<file path="src/rtl/lrhb_pkg.sv">
// Types, constants and CRC helpers shared by the log record header builder.
package lrhb_pkg;

   localparam logic [31:0] CRC_POLY   = 32'hEDB88320;
   localparam logic [31:0] CRC_ONES   = 32'hFFFFFFFF;
   localparam logic [7:0]  KIND_EXP_A = 8'h05;
   localparam logic [7:0]  KIND_EXP_B = 8'h07;

   localparam int HDR_BASE   = 11;
   localparam int HDR_EXT    = HDR_BASE + 4;
   localparam int HDR_IDX_W  = $clog2(HDR_EXT);
   localparam int HDR_BITS   = 8 * HDR_EXT;

   localparam int Q_DEPTH    = 4;
   localparam int Q_PTR_W    = $clog2(Q_DEPTH);
   localparam int Q_CNT_W    = $clog2(Q_DEPTH + 1);

   // Expiry CRC precompute stages ahead of the record state.
   localparam int PIPE_DEPTH = 4;

   typedef struct packed {
      logic        first;
      logic [7:0]  op;
      logic [31:0] expiry;
      logic        has_byte;
      logic        in_value;
      logic [7:0]  data_byte;
      logic        last;
   } req_word_type;

   typedef struct packed {
      logic [7:0] out_byte;
      logic       out_last;
   } rsp_word_type;

   // Packed so that bits [7:0] hold header byte 0 and so on upward.
   typedef struct packed {
      logic [31:0] expiry;
      logic [31:0] crc;
      logic [31:0] value_count;
      logic [15:0] key_count;
      logic [7:0]  kind;
   } hdr_desc_type;

   typedef struct packed {
      logic full;
      logic empty;
   } q_status_type;

   function automatic logic [31:0] crc_byte(input logic [31:0] c_in, input logic [7:0] b);
      logic [31:0] c;
      c = c_in ^ {24'd0, b};
      for (int k = 0; k < 8; k++) begin
         c = c[0] ? (CRC_POLY ^ (c >> 1)) : (c >> 1);
      end
      return c;
   endfunction

   function automatic logic kind_has_expiry(input logic [7:0] kind);
      return (kind == KIND_EXP_A) || (kind == KIND_EXP_B);
   endfunction

endpackage

</file>
<file path="src/rtl/lrhb_front.sv">
// Front end: expiry CRC precompute pipeline and running record state.
module lrhb_front (
   input  logic                  clock,
   input  logic                  reset,
   input  logic                  in_valid,
   output logic                  in_ready,
   input  lrhb_pkg::req_word_type in_word,
   input  lrhb_pkg::q_status_type q_status,
   output logic                  push,
   output lrhb_pkg::hdr_desc_type push_desc
);

   localparam int N = lrhb_pkg::PIPE_DEPTH;

   logic                   p_v_ff [N];
   logic                   p_v_in [N];
   lrhb_pkg::req_word_type p_ff   [N];
   logic [31:0]            e_ff   [N];
   logic [31:0]            e_in   [N];

   logic [31:0] crc_ff,   crc_in;
   logic [15:0] kcnt_ff,  kcnt_in;
   logic [31:0] vcnt_ff,  vcnt_in;
   logic [7:0]  kind_ff,  kind_in;
   logic [31:0] exp_ff,   exp_in;

   logic        en;
   logic        do_step;
   logic [31:0] crc_base;
   lrhb_pkg::req_word_type tail;

   assign tail     = p_ff[N-1];
   // Only a header push can be blocked, and only by a full queue.
   assign en       = !(p_v_ff[N-1] && tail.last && q_status.full);
   assign in_ready = en;
   assign do_step  = en && p_v_ff[N-1];

   always_comb begin
      p_v_in[0] = in_valid;
      e_in[0]   = lrhb_pkg::crc_byte(lrhb_pkg::CRC_ONES, in_word.expiry[7:0]);
      for (int k = 1; k < N; k++) begin
         p_v_in[k] = p_v_ff[k-1];
         e_in[k]   = lrhb_pkg::crc_byte(e_ff[k-1], p_ff[k-1].expiry[8*k +: 8]);
      end
   end

   always_comb begin
      crc_in  = crc_ff;
      kcnt_in = kcnt_ff;
      vcnt_in = vcnt_ff;
      kind_in = kind_ff;
      exp_in  = exp_ff;
      if (tail.first) begin
         kind_in = tail.op;
         exp_in  = tail.expiry;
         kcnt_in = '0;
         vcnt_in = '0;
         crc_base = lrhb_pkg::kind_has_expiry(tail.op) ? e_ff[N-1] : lrhb_pkg::CRC_ONES;
      end else begin
         crc_base = crc_ff;
      end
      crc_in = crc_base;
      if (tail.has_byte) begin
         crc_in = lrhb_pkg::crc_byte(crc_base, tail.data_byte);
         if (tail.in_value) begin
            vcnt_in = vcnt_in + 32'd1;
         end else begin
            kcnt_in = kcnt_in + 16'd1;
         end
      end
   end

   assign push                  = do_step && tail.last;
   assign push_desc.kind        = kind_in;
   assign push_desc.key_count   = kcnt_in;
   assign push_desc.value_count = vcnt_in;
   assign push_desc.crc         = crc_in ^ lrhb_pkg::CRC_ONES;
   assign push_desc.expiry      = exp_in;

   always_ff @(posedge clock) begin
      if (reset) begin
         for (int k = 0; k < N; k++) begin
            p_v_ff[k] <= 1'b0;
         end
         crc_ff  <= lrhb_pkg::CRC_ONES;
         kcnt_ff <= '0;
         vcnt_ff <= '0;
         kind_ff <= '0;
         exp_ff  <= '0;
      end else if (en) begin
         for (int k = 0; k < N; k++) begin
            p_v_ff[k] <= p_v_in[k];
         end
         if (do_step) begin
            crc_ff  <= crc_in;
            kcnt_ff <= kcnt_in;
            vcnt_ff <= vcnt_in;
            kind_ff <= kind_in;
            exp_ff  <= exp_in;
         end
      end
   end

   always_ff @(posedge clock) begin
      if (en) begin
         p_ff[0] <= in_word;
         for (int k = 1; k < N; k++) begin
            p_ff[k] <= p_ff[k-1];
         end
         for (int k = 0; k < N; k++) begin
            e_ff[k] <= e_in[k];
         end
      end
   end

endmodule

</file>
<file path="src/rtl/lrhb_queue.sv">
// Short FIFO of pending header descriptors between front and back.
module lrhb_queue (
   input  logic                   clock,
   input  logic                   reset,
   input  logic                   push,
   input  lrhb_pkg::hdr_desc_type push_desc,
   input  logic                   pop,
   output lrhb_pkg::hdr_desc_type head,
   output lrhb_pkg::q_status_type status
);

   localparam int D  = lrhb_pkg::Q_DEPTH;
   localparam int PW = lrhb_pkg::Q_PTR_W;
   localparam int CW = lrhb_pkg::Q_CNT_W;

   lrhb_pkg::hdr_desc_type slot_ff [D];
   logic [PW-1:0] wr_ff, wr_in;
   logic [PW-1:0] rd_ff, rd_in;
   logic [CW-1:0] cnt_ff, cnt_in;

   assign head         = slot_ff[rd_ff];
   assign status.full  = (cnt_ff == CW'(D));
   assign status.empty = (cnt_ff == '0);

   always_comb begin
      wr_in  = wr_ff;
      rd_in  = rd_ff;
      cnt_in = cnt_ff;
      if (push) begin
         wr_in = (wr_ff == PW'(D - 1)) ? '0 : wr_ff + PW'(1);
      end
      if (pop) begin
         rd_in = (rd_ff == PW'(D - 1)) ? '0 : rd_ff + PW'(1);
      end
      if (push && !pop) begin
         cnt_in = cnt_ff + CW'(1);
      end else if (pop && !push) begin
         cnt_in = cnt_ff - CW'(1);
      end
   end

   always_ff @(posedge clock) begin
      if (reset) begin
         wr_ff  <= '0;
         rd_ff  <= '0;
         cnt_ff <= '0;
      end else begin
         wr_ff  <= wr_in;
         rd_ff  <= rd_in;
         cnt_ff <= cnt_in;
      end
   end

   always_ff @(posedge clock) begin
      if (push) begin
         slot_ff[wr_ff] <= push_desc;
      end
   end

endmodule

</file>
<file path="src/rtl/lrhb_back.sv">
// Back end: serializes one header descriptor into header bytes.
module lrhb_back (
   input  logic                   clock,
   input  logic                   reset,
   input  lrhb_pkg::hdr_desc_type head,
   input  lrhb_pkg::q_status_type q_status,
   output logic                   pop,
   output logic                   out_valid,
   input  logic                   out_ready,
   output lrhb_pkg::rsp_word_type out_word
);

   localparam int IW = lrhb_pkg::HDR_IDX_W;

   logic                   busy_ff, busy_in;
   lrhb_pkg::hdr_desc_type desc_ff, desc_in;
   logic [IW-1:0]          idx_ff,  idx_in;
   logic                   ov_ff,   ov_in;
   lrhb_pkg::rsp_word_type ow_ff,   ow_in;

   logic [lrhb_pkg::HDR_BITS-1:0] hdr_bits;
   logic [IW-1:0] last_idx;
   logic          out_free, emit, last_byte, done, load;

   assign hdr_bits  = desc_ff;
   assign last_idx  = lrhb_pkg::kind_has_expiry(desc_ff.kind) ? IW'(lrhb_pkg::HDR_EXT - 1)
                                                              : IW'(lrhb_pkg::HDR_BASE - 1);
   assign out_free  = !ov_ff || out_ready;
   assign emit      = busy_ff && out_free;
   assign last_byte = (idx_ff == last_idx);
   assign done      = emit && last_byte;
   assign load      = (!busy_ff || done) && !q_status.empty;
   assign pop       = load;

   always_comb begin
      busy_in = busy_ff;
      desc_in = desc_ff;
      idx_in  = idx_ff;
      ov_in   = ov_ff;
      ow_in   = ow_ff;
      if (done) begin
         busy_in = 1'b0;
      end
      if (emit) begin
         idx_in         = idx_ff + IW'(1);
         ov_in          = 1'b1;
         ow_in.out_byte = hdr_bits[{idx_ff, 3'b000} +: 8];
         ow_in.out_last = last_byte;
      end else if (out_ready) begin
         ov_in = 1'b0;
      end
      if (load) begin
         busy_in = 1'b1;
         desc_in = head;
         idx_in  = '0;
      end
   end

   assign out_valid = ov_ff;
   assign out_word  = ow_ff;

   always_ff @(posedge clock) begin
      if (reset) begin
         busy_ff <= 1'b0;
         idx_ff  <= '0;
         ov_ff   <= 1'b0;
      end else begin
         busy_ff <= busy_in;
         idx_ff  <= idx_in;
         ov_ff   <= ov_in;
      end
   end

   always_ff @(posedge clock) begin
      desc_ff <= desc_in;
      ow_ff   <= ow_in;
   end

endmodule

</file>
<file path="src/rtl/log_record_header_builder_top.sv">
// Log record header builder: CRC-32 and length framing of streamed records.
// Throughput: one req word per cycle while req_ready is high; header output one
//   rsp word per cycle while rsp_ready is high. With the queue and back end
//   idle, the last accepted word of a record reaches rsp as header byte 0 via
//   three more expiry CRC stages, queue write, descriptor load, output register.
// req_ready drops only while a finished header waits on a full descriptor queue.
// Reset (synchronous): CRC all ones, counts, kind and expiry zero, queue empty.
module log_record_header_builder_top (
   input  logic                   clock,
   input  logic                   reset,
   input  logic                   req_valid,
   output logic                   req_ready,
   input  lrhb_pkg::req_word_type req_word,
   output logic                   rsp_valid,
   input  logic                   rsp_ready,
   output lrhb_pkg::rsp_word_type rsp_word
);

   // Descriptor handoff between the record front end and the byte serializer.
   logic                   q_push;
   logic                   q_pop;
   lrhb_pkg::hdr_desc_type q_push_desc;
   lrhb_pkg::hdr_desc_type q_head;
   lrhb_pkg::q_status_type q_status;

   // Front: precomputes the expiry CRC off the record state path, then folds
   // each payload byte into the running CRC and counts; pushes on last.
   lrhb_front u_front (
      .clock     (clock),
      .reset     (reset),
      .in_valid  (req_valid),
      .in_ready  (req_ready),
      .in_word   (req_word),
      .q_status  (q_status),
      .push      (q_push),
      .push_desc (q_push_desc)
   );

   // Queue lets several short records finish while a long header drains.
   lrhb_queue u_queue (
      .clock     (clock),
      .reset     (reset),
      .push      (q_push),
      .push_desc (q_push_desc),
      .pop       (q_pop),
      .head      (q_head),
      .status    (q_status)
   );

   // Back: 11 or 15 header bytes per descriptor, registered output word.
   lrhb_back u_back (
      .clock     (clock),
      .reset     (reset),
      .head      (q_head),
      .q_status  (q_status),
      .pop       (q_pop),
      .out_valid (rsp_valid),
      .out_ready (rsp_ready),
      .out_word  (rsp_word)
   );

endmodule

</file>
<file path="config.mk">
export PLATFORM = sky130hd
export DESIGN_NAME = log_record_header_builder_top
export DESIGN_NICKNAME = d
export VERILOG_FILES = /design/src/rtl/lrhb_pkg.sv /design/src/rtl/lrhb_front.sv /design/src/rtl/lrhb_queue.sv /design/src/rtl/lrhb_back.sv /design/src/rtl/log_record_header_builder_top.sv
export SDC_FILE = /design/constraint.sdc
export NUM_CORES = 1
export LEC_CHECK = 0
export ABC_AREA = 0
export BUFFER_PORTS_ARGS = -buffer_cell sky130_fd_sc_hd__buf_2
export CAP_MARGIN = 20
export CORE_MARGIN = 3
export CORE_UTILIZATION = 40
export CTS_CLUSTER_SIZE = 8
export DETAILED_ROUTE_END_ITERATION = 6
export PLACE_DENSITY = 0.66
export SKIP_CTS_REPAIR_TIMING = 1
export SKIP_LAST_GASP = 1
export SLEW_MARGIN = 10
export SYNTH_ARGS = -nofsm -noshare
export SYNTH_HDL_FRONTEND = slang
export SYNTH_HIERARCHICAL = 1
export SYNTH_SLANG_ARGS = --single-unit
</file>
<file path="constraint.sdc">
create_clock -name clock -period 13.4 [get_ports clock]
set_clock_uncertainty 0.05 [all_clocks]
set_input_delay 2.68 -clock clock [delete_from_list [all_inputs] [get_ports clock]]
set_output_delay 2.68 -clock clock [all_outputs]
set_load 0.02 [all_outputs]
</file>
# Word level (Yosys, flattened, before mapping)
# Memory sizes are Yosys's and may differ from the RTL's. A register that Yosys moved wholly into a read port is not among the register bits.
# Cells that the tools add are included.
# totals
register_bits	142
ram_bits	820
input_bits	56
wordCells	180
mem_count	4
# memory_table
name	words	word_bits	read_ports	rd_ports_with_merged_regs	write_ports	line	source
u_queue.slot_ff	4	120	1	1	1	lrhb_queue.sv:16	lrhb_pkg::hdr_desc_type slot_ff [D];
u_front.p_ff	4	52	4	0	4	lrhb_front.sv:17	lrhb_pkg::req_word_type p_ff [N];
u_front.e_ff	4	32	4	0	4	lrhb_front.sv:18	logic [31:0] e_ff [N];
u_front.p_v_ff	4	1	4	0	4	lrhb_front.sv:15	logic p_v_ff [N];
# op_classes
addsub	7
n_eq_ne	8
shifts	1
n_mux	71
n_bitwise	51
n_reduce_logical	25
# op_table
op	count
$mux 32	47
$not 13->14	40
$xor 32x8->32	4
$shiftx 120x8->8	1
$mux 16	3
$add 32x1->32 const B	1
$eq 8x3->1 const B	4
$not 32->32	1
$not 8->32	1
$add 16x1->16 const B	1
$mux 1	15
$logic_and 1x1->1	9
$mux 3	3
$mux 8	1
$logic_not 1->1	6
$reduce_bool 2->1	3
$add 2x1->2 const B	2
$add 4x1->4 const B	1
$eq 2x2->1 const B	2
$eq 4x4->1	1
$logic_or 1x1->1	4
$mux 2	2
$or 1x1->1	4
$add 3x1->3 const B	1
other kinds (6)	6

# Longest topological paths before layout
# Gate-level depths: netlist of run 1.
# An unclocked memory read counts as a cell.
# depth
depth_word	24
mapped_depth	16
mapped_depth_nobuf	12

# Modules after synthesis
# The synthesis of run 1 kept the hierarchy.
# modules_own_cells
mod	n_inst	cells_per_inst	area_per_inst_um2
lrhb_front	1	1614	20224.4
lrhb_queue	1	670	17748.3
lrhb_back	1	254	5267.6

# Worst setup path after synthesis of run 1
# Ideal clock, no wire load.
# synth_timing
path_type	flip-flop to flip-flop
startpoint	reg u_queue.cnt_ff[1]
endpoint	reg u_front.crc_ff[16]
t_arrival_ps	11805
slack_ps	1425
stages_incl_launch_ff	6
n_path_buf	1
cell_sequence	dfxtp_1 nor3b_1 nand3_1 and3_1 buf_1 a211o_1
# synth_rtl
item	line	source
from (decl)	lrhb_queue.sv:19	logic [CW-1:0] cnt_ff, cnt_in;
from (signal assigned)	lrhb_queue.sv:50	cnt_ff <= cnt_in;
to (signal assigned)	lrhb_front.sv:85	crc_ff <= lrhb_pkg::CRC_ONES;
to (signal assigned)	lrhb_front.sv:95	crc_ff <= crc_in;
to (decl)	lrhb_front.sv:21	logic [31:0] crc_ff, crc_in;

==> results of run 1 <==
-- per-layer routing --
metal | part of all wire [%] | GRT usage [%] | vias up | routed length, um
met2 | 49 | 26.10 | 669 | 43490
li1 | - | - | 9927 | -
met4 | 2.5 | 5.118 | 2 | 2258
met5 | 0.015 | 0 | - | 13
met1 | 43 | 21.24 | 11200 | 38160
met3 | 5.5 | 3.028 | 157 | 4851
-- stage by stage --
| step | power, W | area (sq um) |
|---|---|---|
| finish | 0.01033 | 49600 |
| detailed placement | 0.006841 | 44980 |
| global placement | 0.006810 | 44960 |
| floorplan | 0.006253 | 43240 |
| global route | 0.01078 | 49600 |
| CTS | 0.01046 | 49550 |
-- state kept, by name, summed over array words and instances, names as in the netlist, 8 cells and up, named ones only --
| register | flops |
|---|---|
| u_front/crc_ff | 32 |
| u_front/e_ff | 126 |
| u_queue/slot_ff | 480 |
| u_front/vcnt_ff | 32 |
| u_back/desc_ff | 120 |
| u_front/kcnt_ff | 16 |
| u_back/out_word | 9 |
| u_front/exp_ff | 32 |
| u_front/kind_ff | 8 |
| u_front/p_ff | 206 |
-- logic make-up (layout without fill, tap and decap cells) --
| family | count (synthesis) | count (layout) | share of synthesized area [%] |
|---|---|---|---|
| DFF | 1080 | 1080 | 71.88 |
| and+or+nand+nor | 468 | 468 | 5.217 |
| xor gates and xnor gates | 366 | 366 | 7.792 |
| AOI/OAI and AO/OA | 244 | 244 | 3.605 |
| muxes | 229 | 229 | 9.589 |
| buffers and inverters | 140 | 390 | 1.583 |
| adders and majority gates | 11 | 11 | 0.3357 |
-- placed cells by master, fill, tap and decap left out, types with 42 or more instances in the layout --
| cell | n |
|---|---|
| a21oi_1 | 101 |
| buf_2 | 65 |
| clkbuf_1 | 104 |
| clkbuf_16 | 154 |
| dfxtp_1 | 131 |
| edfxtp_1 | 945 |
| mux2_2 | 42 |
| mux2i_1 | 43 |
| mux4_2 | 144 |
| nand2_1 | 151 |
| nor2_1 | 131 |
| xnor2_1 | 274 |
| xor2_1 | 79 |
-- cell type report --
class	count	area (sq um)	area share [%]
clock inverter	15	325.3	0.6559
clock buffer	258	4244	8.557
inverter	20	75.07	0.1514
timing repair buffer	97	618.1	1.246
multi-input combinational	1318	11510	23.20
tap	1391	1740	3.509
sequential	1080	31090	62.68
-- worst max-delay path by stage --
stage / end / slack, ps / cells after the start
after floorplan: u_front/crc_ff[16] / 1420 / 5
final: register / 8360 / 9
after CTS: register / 8330 / 9
after global routing: register / 8100 / 9
after global placement: register / 7580 / 9
after detailed placement: register / 7550 / 8
-- power groups by stage --
stage	clock network [W]	logic, W	registers, W
after floorplan	0	0.00169	0.00456
after global placement	0	0.00215	0.00466
after detailed placement	0	0.00217	0.00467
after CTS	0.00367	0.00218	0.00461
after global routing	0.00383	0.00231	0.00464
final	0.00358	0.00214	0.00460
==> impl_metrics.env, run 1 <==
export IMPL_outcome="finished, final reports clean"
export IMPL_setup_slack_ps=8359
export IMPL_finalSetupTns_ps=0
export IMPL_ios=67
export IMPL_switching_share_pct=27.15
export IMPL_ys_seq_area_share_pct=71.88
export IMPL_fillers=8898
export IMPL_synth_most_common_cell="edfxtp_1"
export IMPL_slowest_delay_ps=860
export IMPL_synth_edf_count=945
export IMPL_crit_start="rsp_ready"
export IMPL_grt_max_degree=91
export IMPL_final_layout_size_suffix_gt1_share_pct=17.54
export IMPL_cp_slowest_cell="buf_4"
export IMPL_postSynthCellCount=2538
export IMPL_path_clk_slew_ps=50
export IMPL_synth_top_cell_by_area="edfxtp_1"
export IMPL_grt_remaining_overflow=0
export IMPL_area_growth_pct=14.71
export IMPL_cellPowerDensity_nw_per_um2=208.2
export IMPL_cts_tree="done"
export IMPL_antenna_cells=0
export IMPL_htree_levels=4
export IMPL_critPathMaxFanout=74
export IMPL_worstReg2RegStart="u_front/p_ff[3][51]"
export IMPL_holdPathEnd="u_front/p_ff[2][7]"
export IMPL_yosys_warnings=6
export IMPL_min_period_ps=5041
export IMPL_worst_path_buf_inv=3
export IMPL_num_nets_final=2737
export IMPL_grt_usage_pct=15.82
export IMPL_worst_slew_pin_slew_ps=1071
export IMPL_arrival_ps=5610
export IMPL_grt_pass1_wl_mm=136.1
export IMPL_cp_top_family="buffers and inverters"
export IMPL_drc=0
export IMPL_period_share_pct=37.62
export IMPL_cp_required_ps=13970
export IMPL_timing_fmax_mhz=198.4
export IMPL_root_buffer="clkbuf_16"
export IMPL_crit_type="input pin to register"
export IMPL_initial_core_util_pct=40.67
export IMPL_synth_cell_types=75
export IMPL_clockBufferDepth=3
export IMPL_async_flop_share_pct=0
export IMPL_drt_wl_total_mm=88.77
export IMPL_grt_pass1_vias=22480
export IMPL_clock_sinks=1080
export IMPL_syn_area_per_cell_sq_um=17.04
export IMPL_synth_top_area_share_pct=65.63
export IMPL_synth_flop_cell="edfxtp_1"
export IMPL_finalSetupViolations=0
export IMPL_core_area_sq_um=106300
export IMPL_synth_common_cells="edfxtp_1 (945), xnor2_1 (274), nand2_1 (152), mux4_2 (144), dfxtp_1 (135)"
export IMPL_num_rows=119
export IMPL_post_place_ws_ps=7553
export IMPL_cts_made_buffers=153
export IMPL_place_gp_congestion=0.8531
export IMPL_vdd_drop_max_mv=0.1360
export IMPL_place_inst=3904
export IMPL_synth_fp_nets=2605
export IMPL_r2r_cells=9
export IMPL_hold_viol_final=0
export IMPL_min_from="u_front/p_ff[1][7]"
export IMPL_worst_setup_path_end_kind="register"
export IMPL_dieArea_sq_um=112100
export IMPL_timing_hold_ws_ps=357.7
export IMPL_grt_antenna_before_repair=2
export IMPL_clock_latency_ps=720
export IMPL_drt_iter0_markers=1812
export IMPL_p_int_w=0.007523
export IMPL_synth_area_sq_um=43240
export IMPL_dp_hpwl_mm=55.01
export IMPL_fin_cells=4179
export IMPL_maxCapViolations=0
export IMPL_finalCoreUtilization_pct=46.66
export IMPL_whs_path_depth=0
export IMPL_critPathLaunchType="input pin"
export IMPL_drtAntennaViolNets=0
export IMPL_synthTopCellsByArea="edfxtp_1 (66%), mux4_2 (7.5%), dfxtp_1 (6.3%)"
export IMPL_crit_top_cell="buf_4"
export IMPL_ys_ff_latch=1080
export IMPL_slew_violations=0
export IMPL_crit_chain="buf_2 -> nand2b_1 -> or3b_4 -> o32ai_4 -> buf_4 -> buf_4 -> nor3b_1 -> a21oi_1 -> nor2_1"
export IMPL_worstReg2RegEnd="u_queue/slot_ff[0][75]"
export IMPL_vias_per_cell=5.254
export IMPL_min_path_type="register to register"
export IMPL_port_buffers=66
export IMPL_vias=21960
export IMPL_dieHeight_um=334.8
export IMPL_wl_per_cell_um=21.24
export IMPL_clockPowerShare_pct=34.7
export IMPL_r2r_slack_ps=8710
export IMPL_seq_power_share_pct=44.6
export IMPL_first_pass_iters=5
export IMPL_p_leak_nw=16.48
export IMPL_rsz0062_at_grt="false"
export IMPL_fp_dieW_um=334.8
export IMPL_power_frac_comb_pct=20.8
export IMPL_maxSlewHeadroom_pct=28.55
export IMPL_switchingPower_w=0.002803
No activity file was read; power rests on OpenSTA's default activity.
==> run 2, diff against run 1 <==
- PLACE_DENSITY: 0.66 -> 0.68
- clock period: 13.4 -> 4.6 ns (I/O delays scaled with it)
==> run 2 against run 1 <==
  * Critical path depth is 2 lower
  * Flip-flop and latch count stayed put
  * Core utilization is 0.25 points higher
  * Global-route usage is 0.29 points higher
  * Die area stayed put
  * Non-clock buffer count is 13 higher
==> impl_metrics.env, run 2 (synthesized netlist as in run 1, its figures left out) <==
export IMPL_slowest_delay_ps=840
export IMPL_worst_slew_pin_slew_ps=1069
export IMPL_initial_core_util_pct=40.67
export IMPL_arrival_ps=4250
export IMPL_cellPowerDensity_nw_per_um2=605.3
export IMPL_final_layout_size_suffix_gt1_share_pct=18.27
export IMPL_final_common_cell="edfxtp_1"
export IMPL_grt_antenna_before_repair=0
export IMPL_dp_hpwl_mm=56.53
export IMPL_timing_fmax_mhz=265.3
export IMPL_htree_levels=4
export IMPL_cts_tree="done"
export IMPL_grt_pass1_vias=22340
export IMPL_period_share_pct=81.95
export IMPL_core_area_sq_um=106300
export IMPL_dpl_cell_area_sq_um=45230
export IMPL_critPathLaunchType="register"
export IMPL_root_buffer="clkbuf_16"
export IMPL_drc=0
export IMPL_ios=67
export IMPL_drtAntennaViolNets=0
export IMPL_clock_sinks=1080
export IMPL_dieHeight_um=334.8
export IMPL_finalSetupViolations=0
export IMPL_port_buffers=66
export IMPL_first_pass_iters=6
export IMPL_cp_slowest_cell="or4b_1"
export IMPL_critPathMaxFanout=14
export IMPL_clockBufferDepth=3
export IMPL_worst_setup_path_end_kind="register"
export IMPL_vdd_drop_max_mv=0.6391
export IMPL_num_nets_final=2750
export IMPL_place_gp_congestion=0.8322
export IMPL_outcome="finished, final reports clean"
export IMPL_rsz0062_at_grt="false"
export IMPL_largest_registers="u_queue/slot_ff x480, u_front/p_ff x206, u_front/e_ff x126"
export IMPL_final_cell_mix="edfxtp_1 (945), xnor2_1 (274), clkbuf_16 (155)"
export IMPL_drt_iter0_markers=1742
export IMPL_maxSlewHeadroom_pct=28.68
export IMPL_min_path_type="input pin to register"
export IMPL_slew_violations=0
export IMPL_maxCapViolations=0
export IMPL_fp_dieW_um=334.8
export IMPL_regMostFlops="u_queue/slot_ff"
export IMPL_area_growth_pct=15.31
export IMPL_crit_type="register to register"
export IMPL_hold_viol_final=0
export IMPL_r2r_slack_ps=830
export IMPL_grt_max_degree=150
export IMPL_grt_usage_pct=16.11
export IMPL_grt_pass1_wl_mm=137.0
export IMPL_fin_area_sq_um=49860
export IMPL_fillers=8898
export IMPL_largest_reg_flops=480
export IMPL_vias=21920
export IMPL_crit_chain="or4b_1 -> o32a_2 -> xnor2_2 -> xnor2_1 -> xnor3_1 -> mux2i_1 -> o211ai_1"
export IMPL_timing_hold_ws_ps=301.9
export IMPL_vias_per_cell=5.227
export IMPL_drt_wl_total_mm=89.98
export IMPL_wl_per_cell_um=21.45
export IMPL_path_clk_slew_ps=50
export IMPL_dieArea_sq_um=112100
export IMPL_grt_remaining_overflow=0
export IMPL_num_rows=119
export IMPL_cts_made_buffers=153
export IMPL_clock_latency_ps=730
export IMPL_min_period_ps=3770
export IMPL_p_leak_nw=16.60
export IMPL_cp_required_ps=5080
-- run 2: power by group --
part | internal, W | switching (W) | total, W
Clock | 0.00639 | 0.00411 | 0.0105
Sequential | 0.0127 | 0.000686 | 0.0134
Combinational | 0.00288 | 0.00339 | 0.00627
Total | 0.0220 | 0.00818 | 0.0302
-- run 2: metrics by stage --
stage | power, W | utilization [%] | instances | setup TNS, ps | setup WS, ps
after global placement | 0.01989 | 42.55 | 3918 | 0 | 972.5
after floorplan | 0.01824 | - | 2538 | -85250 | -1197
after detailed placement | 0.02000 | 42.55 | 3918 | 0 | 892.0
after global routing | 0.03155 | 46.90 | 4193 | 0 | 661.5
final | 0.03018 | 46.90 | 4194 | 0 | 830.4
after CTS | 0.03061 | 46.88 | 4192 | 0 | 818.0
-- run 2: worst paths after layout --
path,startpoint,to,cells after the start
worst max-delay path,u_front/p_ff[3][46],u_front/crc_ff[24],7
worst min register to register,u_front/p_ff[0][44],u_front/p_ff[1][44],0
worst max register to register,u_front/p_ff[3][46],u_front/crc_ff[24],7
worst min-delay path,req_word[26],u_front/p_ff[0][26],1
-- run 2: final cells by class --
type | instances | area, sq um | share of cell area [%]
sequential | 1080 | 31090 | 62.36
clock buffer | 259 | 4269 | 8.562
antenna | 1 | 2.502 | 0.005019
tap | 1391 | 1740 | 3.491
multi-input combinational | 1318 | 11540 | 23.14
clock inverter | 15 | 339.1 | 0.6800
inverter | 20 | 77.57 | 0.1556
timing repair buffer | 110 | 800.8 | 1.606
-- run 2: worst max-delay path: cells and delay by family, from the launching register on --
kind | cells | cell delay [ps]
DFF | 1 | 430
xor gates and xnor gates | 3 | 1200
muxes | 1 | 350
and+or+nand+nor | 1 | 840
AOI/OAI and AO/OA | 2 | 680
-- run 2: layer usage --
metal / GRT usage [%] / wire [um] / up-vias
met5: 0 / 0 / -
met4: 5.604 / 2522 / 0
met3: 3.797 / 6126 / 164
met2: 25.68 / 43120 / 726
met1: 21.79 / 38210 / 11080
li1: - / - / 9953
==> run 3, diff against run 2 <==
- ABC_AREA: 0 -> 1
- PLACE_DENSITY: 0.68 -> 0.66
- clock period: 4.6 -> 3.55 ns (I/O delays scaled with it)
==> run 3 against run 2 <==
  * Wire length rose by 11%
  * Via count rose by 22%
  * Critical endpoint is now req_ready
  * Combinational power rose by 51%
  * Synthesized cell count grew 40%
  * Flip-flop and latch count unchanged
  * Area after synthesis increased by 4.2%
==> impl_metrics.env, run 3 <==
export IMPL_grt_remaining_overflow=0
export IMPL_yosys_warnings=6
export IMPL_synth_fp_nets=3625
export IMPL_fp_dieW_um=341.6
export IMPL_critPathMaxFanout=4
export IMPL_regMostFlops="u_queue/slot_ff"
export IMPL_htree_levels=4
export IMPL_maxCapViolations=0
export IMPL_r2r_cells=13
export IMPL_synth_area_sq_um=45060
export IMPL_use_met2_pct=27.73
export IMPL_final_layout_size_suffix_gt1_share_pct=13.38
export IMPL_gr_max_usage_layer="met2"
export IMPL_async_flop_share_pct=0
export IMPL_vias=26680
export IMPL_synthTopCellsByArea="edfxtp_1 (63%), dfxtp_1 (6.0%), xor2_1 (4.1%)"
export IMPL_worstReg2RegStart="u_front/p_ff[3][51]"
export IMPL_arrival_ps=2310
export IMPL_grt_pass1_vias=26010
export IMPL_crit_type="register to output port"
export IMPL_place_gp_congestion=0.8890
export IMPL_port_buffers=66
export IMPL_drt_wl_total_mm=99.79
export IMPL_synth_common_cells="edfxtp_1 (945), nand2_1 (386), nor2_1 (357), o21ai_0 (346), xor2_1 (213)"
export IMPL_worst_setup_path_end_kind="output port"
export IMPL_synth_top_cell_by_area="edfxtp_1"
export IMPL_largest_reg_flops=480
export IMPL_drtAntennaViolNets=0
export IMPL_synth_top_area_share_pct=62.98
export IMPL_critPathLaunchType="register"
export IMPL_initial_core_util_pct=40.49
export IMPL_finalSetupViolations=0
export IMPL_p_leak_nw=18.44
export IMPL_grt_antenna_before_repair=8
export IMPL_grt_usage_pct=17.01
export IMPL_vdd_drop_max_mv=0.7046
export IMPL_path_clk_slew_ps=50
export IMPL_postSynthCellCount=3558
export IMPL_synth_most_common_cell="edfxtp_1"
export IMPL_cp_required_ps=2790
export IMPL_wl_per_cell_um=18.93
export IMPL_first_pass_iters=5
export IMPL_drc=0
export IMPL_hold_viol_final=0
export IMPL_grt_pass1_wl_mm=152.7
export IMPL_whs_path_depth=1
export IMPL_dp_hpwl_mm=61.99
export IMPL_crit_chain="nor3_2 -> inv_1 -> nor3_4 -> clkinvlp_4 -> buf_2"
export IMPL_fin_cells=5271
export IMPL_post_place_ws_ps=637.9
export IMPL_clock_sinks=1080
export IMPL_vias_per_cell=5.061
export IMPL_dpl_cell_area_sq_um=47040
export IMPL_setup_slack_ps=480.7
export IMPL_slew_violations=0
export IMPL_synth_edf_count=945
export IMPL_maxSlewHeadroom_pct=24.36
export IMPL_finalCoreUtilization_pct=46.36
export IMPL_rsz0062_at_grt="false"
export IMPL_ios=67
export IMPL_ys_ff_latch=1080
export IMPL_area_growth_pct=14.50
export IMPL_cp_slowest_cell="clkinvlp_4"
export IMPL_cellPowerDensity_nw_per_um2=787.0
export IMPL_worst_slew_pin_slew_ps=1123
export IMPL_num_rows=122
export IMPL_largest_registers="u_queue/slot_ff x480, u_front/p_ff x206, u_front/e_ff x126"
export IMPL_min_path_type="input pin to register"
export IMPL_synth_cell_types=58
export IMPL_drt_iter0_markers=2124
export IMPL_period_share_pct=86.46
export IMPL_cts_tree="done"
export IMPL_timing_fmax_mhz=325.8
export IMPL_final_common_cell="edfxtp_1"
export IMPL_holdPathEnd="u_front/p_ff[0][48]"
export IMPL_synth_flop_cell="edfxtp_1"
export IMPL_place_inst=5000
export IMPL_worstReg2RegEnd="u_queue/slot_ff[0][81]"
export IMPL_num_nets_final=3734
export IMPL_dieArea_sq_um=116700
export IMPL_core_area_sq_um=111300
export IMPL_min_period_ps=3069
export IMPL_r2r_slack_ps=600
export IMPL_outcome="finished, final reports clean"
export IMPL_ys_seq_area_share_pct=68.97
export IMPL_grtUsageMet3_pct=3.403
export IMPL_clockBufferDepth=3
export IMPL_cts_made_buffers=153
export IMPL_syn_area_per_cell_sq_um=12.66
export IMPL_final_cell_mix="edfxtp_1 (945), nand2_1 (383), nor2_1 (356)"
export IMPL_fin_area_sq_um=51590
export IMPL_clock_latency_ps=740
export IMPL_dieHeight_um=341.6
export IMPL_min_from="req_word[48]"
export IMPL_grt_max_degree=170
export IMPL_slowest_delay_ps=450
export IMPL_grt_use_met1_pct=21.92
export IMPL_root_buffer="clkbuf_16"
## run 3: kinds of logic (layout without fill, tap and decap cells)
group | Yosys count | after routing | share of synthesized area (%)
adder cells (fa/ha/maj) | 11 | 11 | 0.3221
other | 0 | 1 | 0
XOR/XNOR | 348 | 348 | 7.297
flip-flops | 1080 | 1080 | 68.97
buffers and inverters | 388 | 612 | 4.115
AO/OA/AOI/OAI | 747 | 747 | 9.244
AND/OR/NAND/NOR | 984 | 984 | 10.05
## run 3: worst max-delay path by stage
stage | start | to | slack (ps)
after CTS | u_queue/cnt_ff[1] | req_ready | 370
final | u_queue/cnt_ff[1] | req_ready | 480
after floorplan | u_queue/cnt_ff[1] | u_front/e_ff[0][10] | -2730
after detailed placement | u_front/p_ff[3][51] | u_front/crc_ff[30] | 640
after global routing | u_front/p_ff[3][51] | u_front/crc_ff[30] | 260
after global placement | u_front/p_ff[3][51] | u_queue/slot_ff[1][81] | 700
## run 3: area by class of cell
class	count	area [sq um]
Fill cell	9746	59690
Clock buffer	256	4258
Sequential cell	1080	31090
Timing Repair Buffer	124	1041
Antenna cell	1	2.502
Clock inverter	14	289.0
Tap cell	1488	1862
Multi-Input combinational cell	2090	12180
Inverter	218	869.6
## run 3: power by group
part | switching, W | total, W | internal (W)
clock | 0.00536 | 0.0135 | 0.00819
combinational | 0.00615 | 0.00944 | 0.00329
sequential | 0.000855 | 0.0176 | 0.0168
## run 3: routing by layer
layer / part of all wire (%) / up-vias
li1: - / 12750
met1: 42 / 12920
met2: 48 / 824
met3: 6.4 / 176
met4: 3.7 / 4
met5: 0.027 / -
## run 3: critical path: cells and delay by family (launching register included)
| family | cells | cell delay [ps] |
|---|---|---|
| buffers and inverters | 3 | 830 |
| DFF | 1 | 340 |
| and+or+nand+nor | 2 | 400 |
## run 3: metrics by stage
stage	setup TNS, ps	hold WS (ps)	power (W)
final	0	92.99	0.04060
after global routing	0	56.05	0.04260
after CTS	0	25.64	0.04102
after detailed placement	0	354.5	0.02738
after global placement	0	350.3	0.02720
after floorplan	-1371840	350.3	0.02465
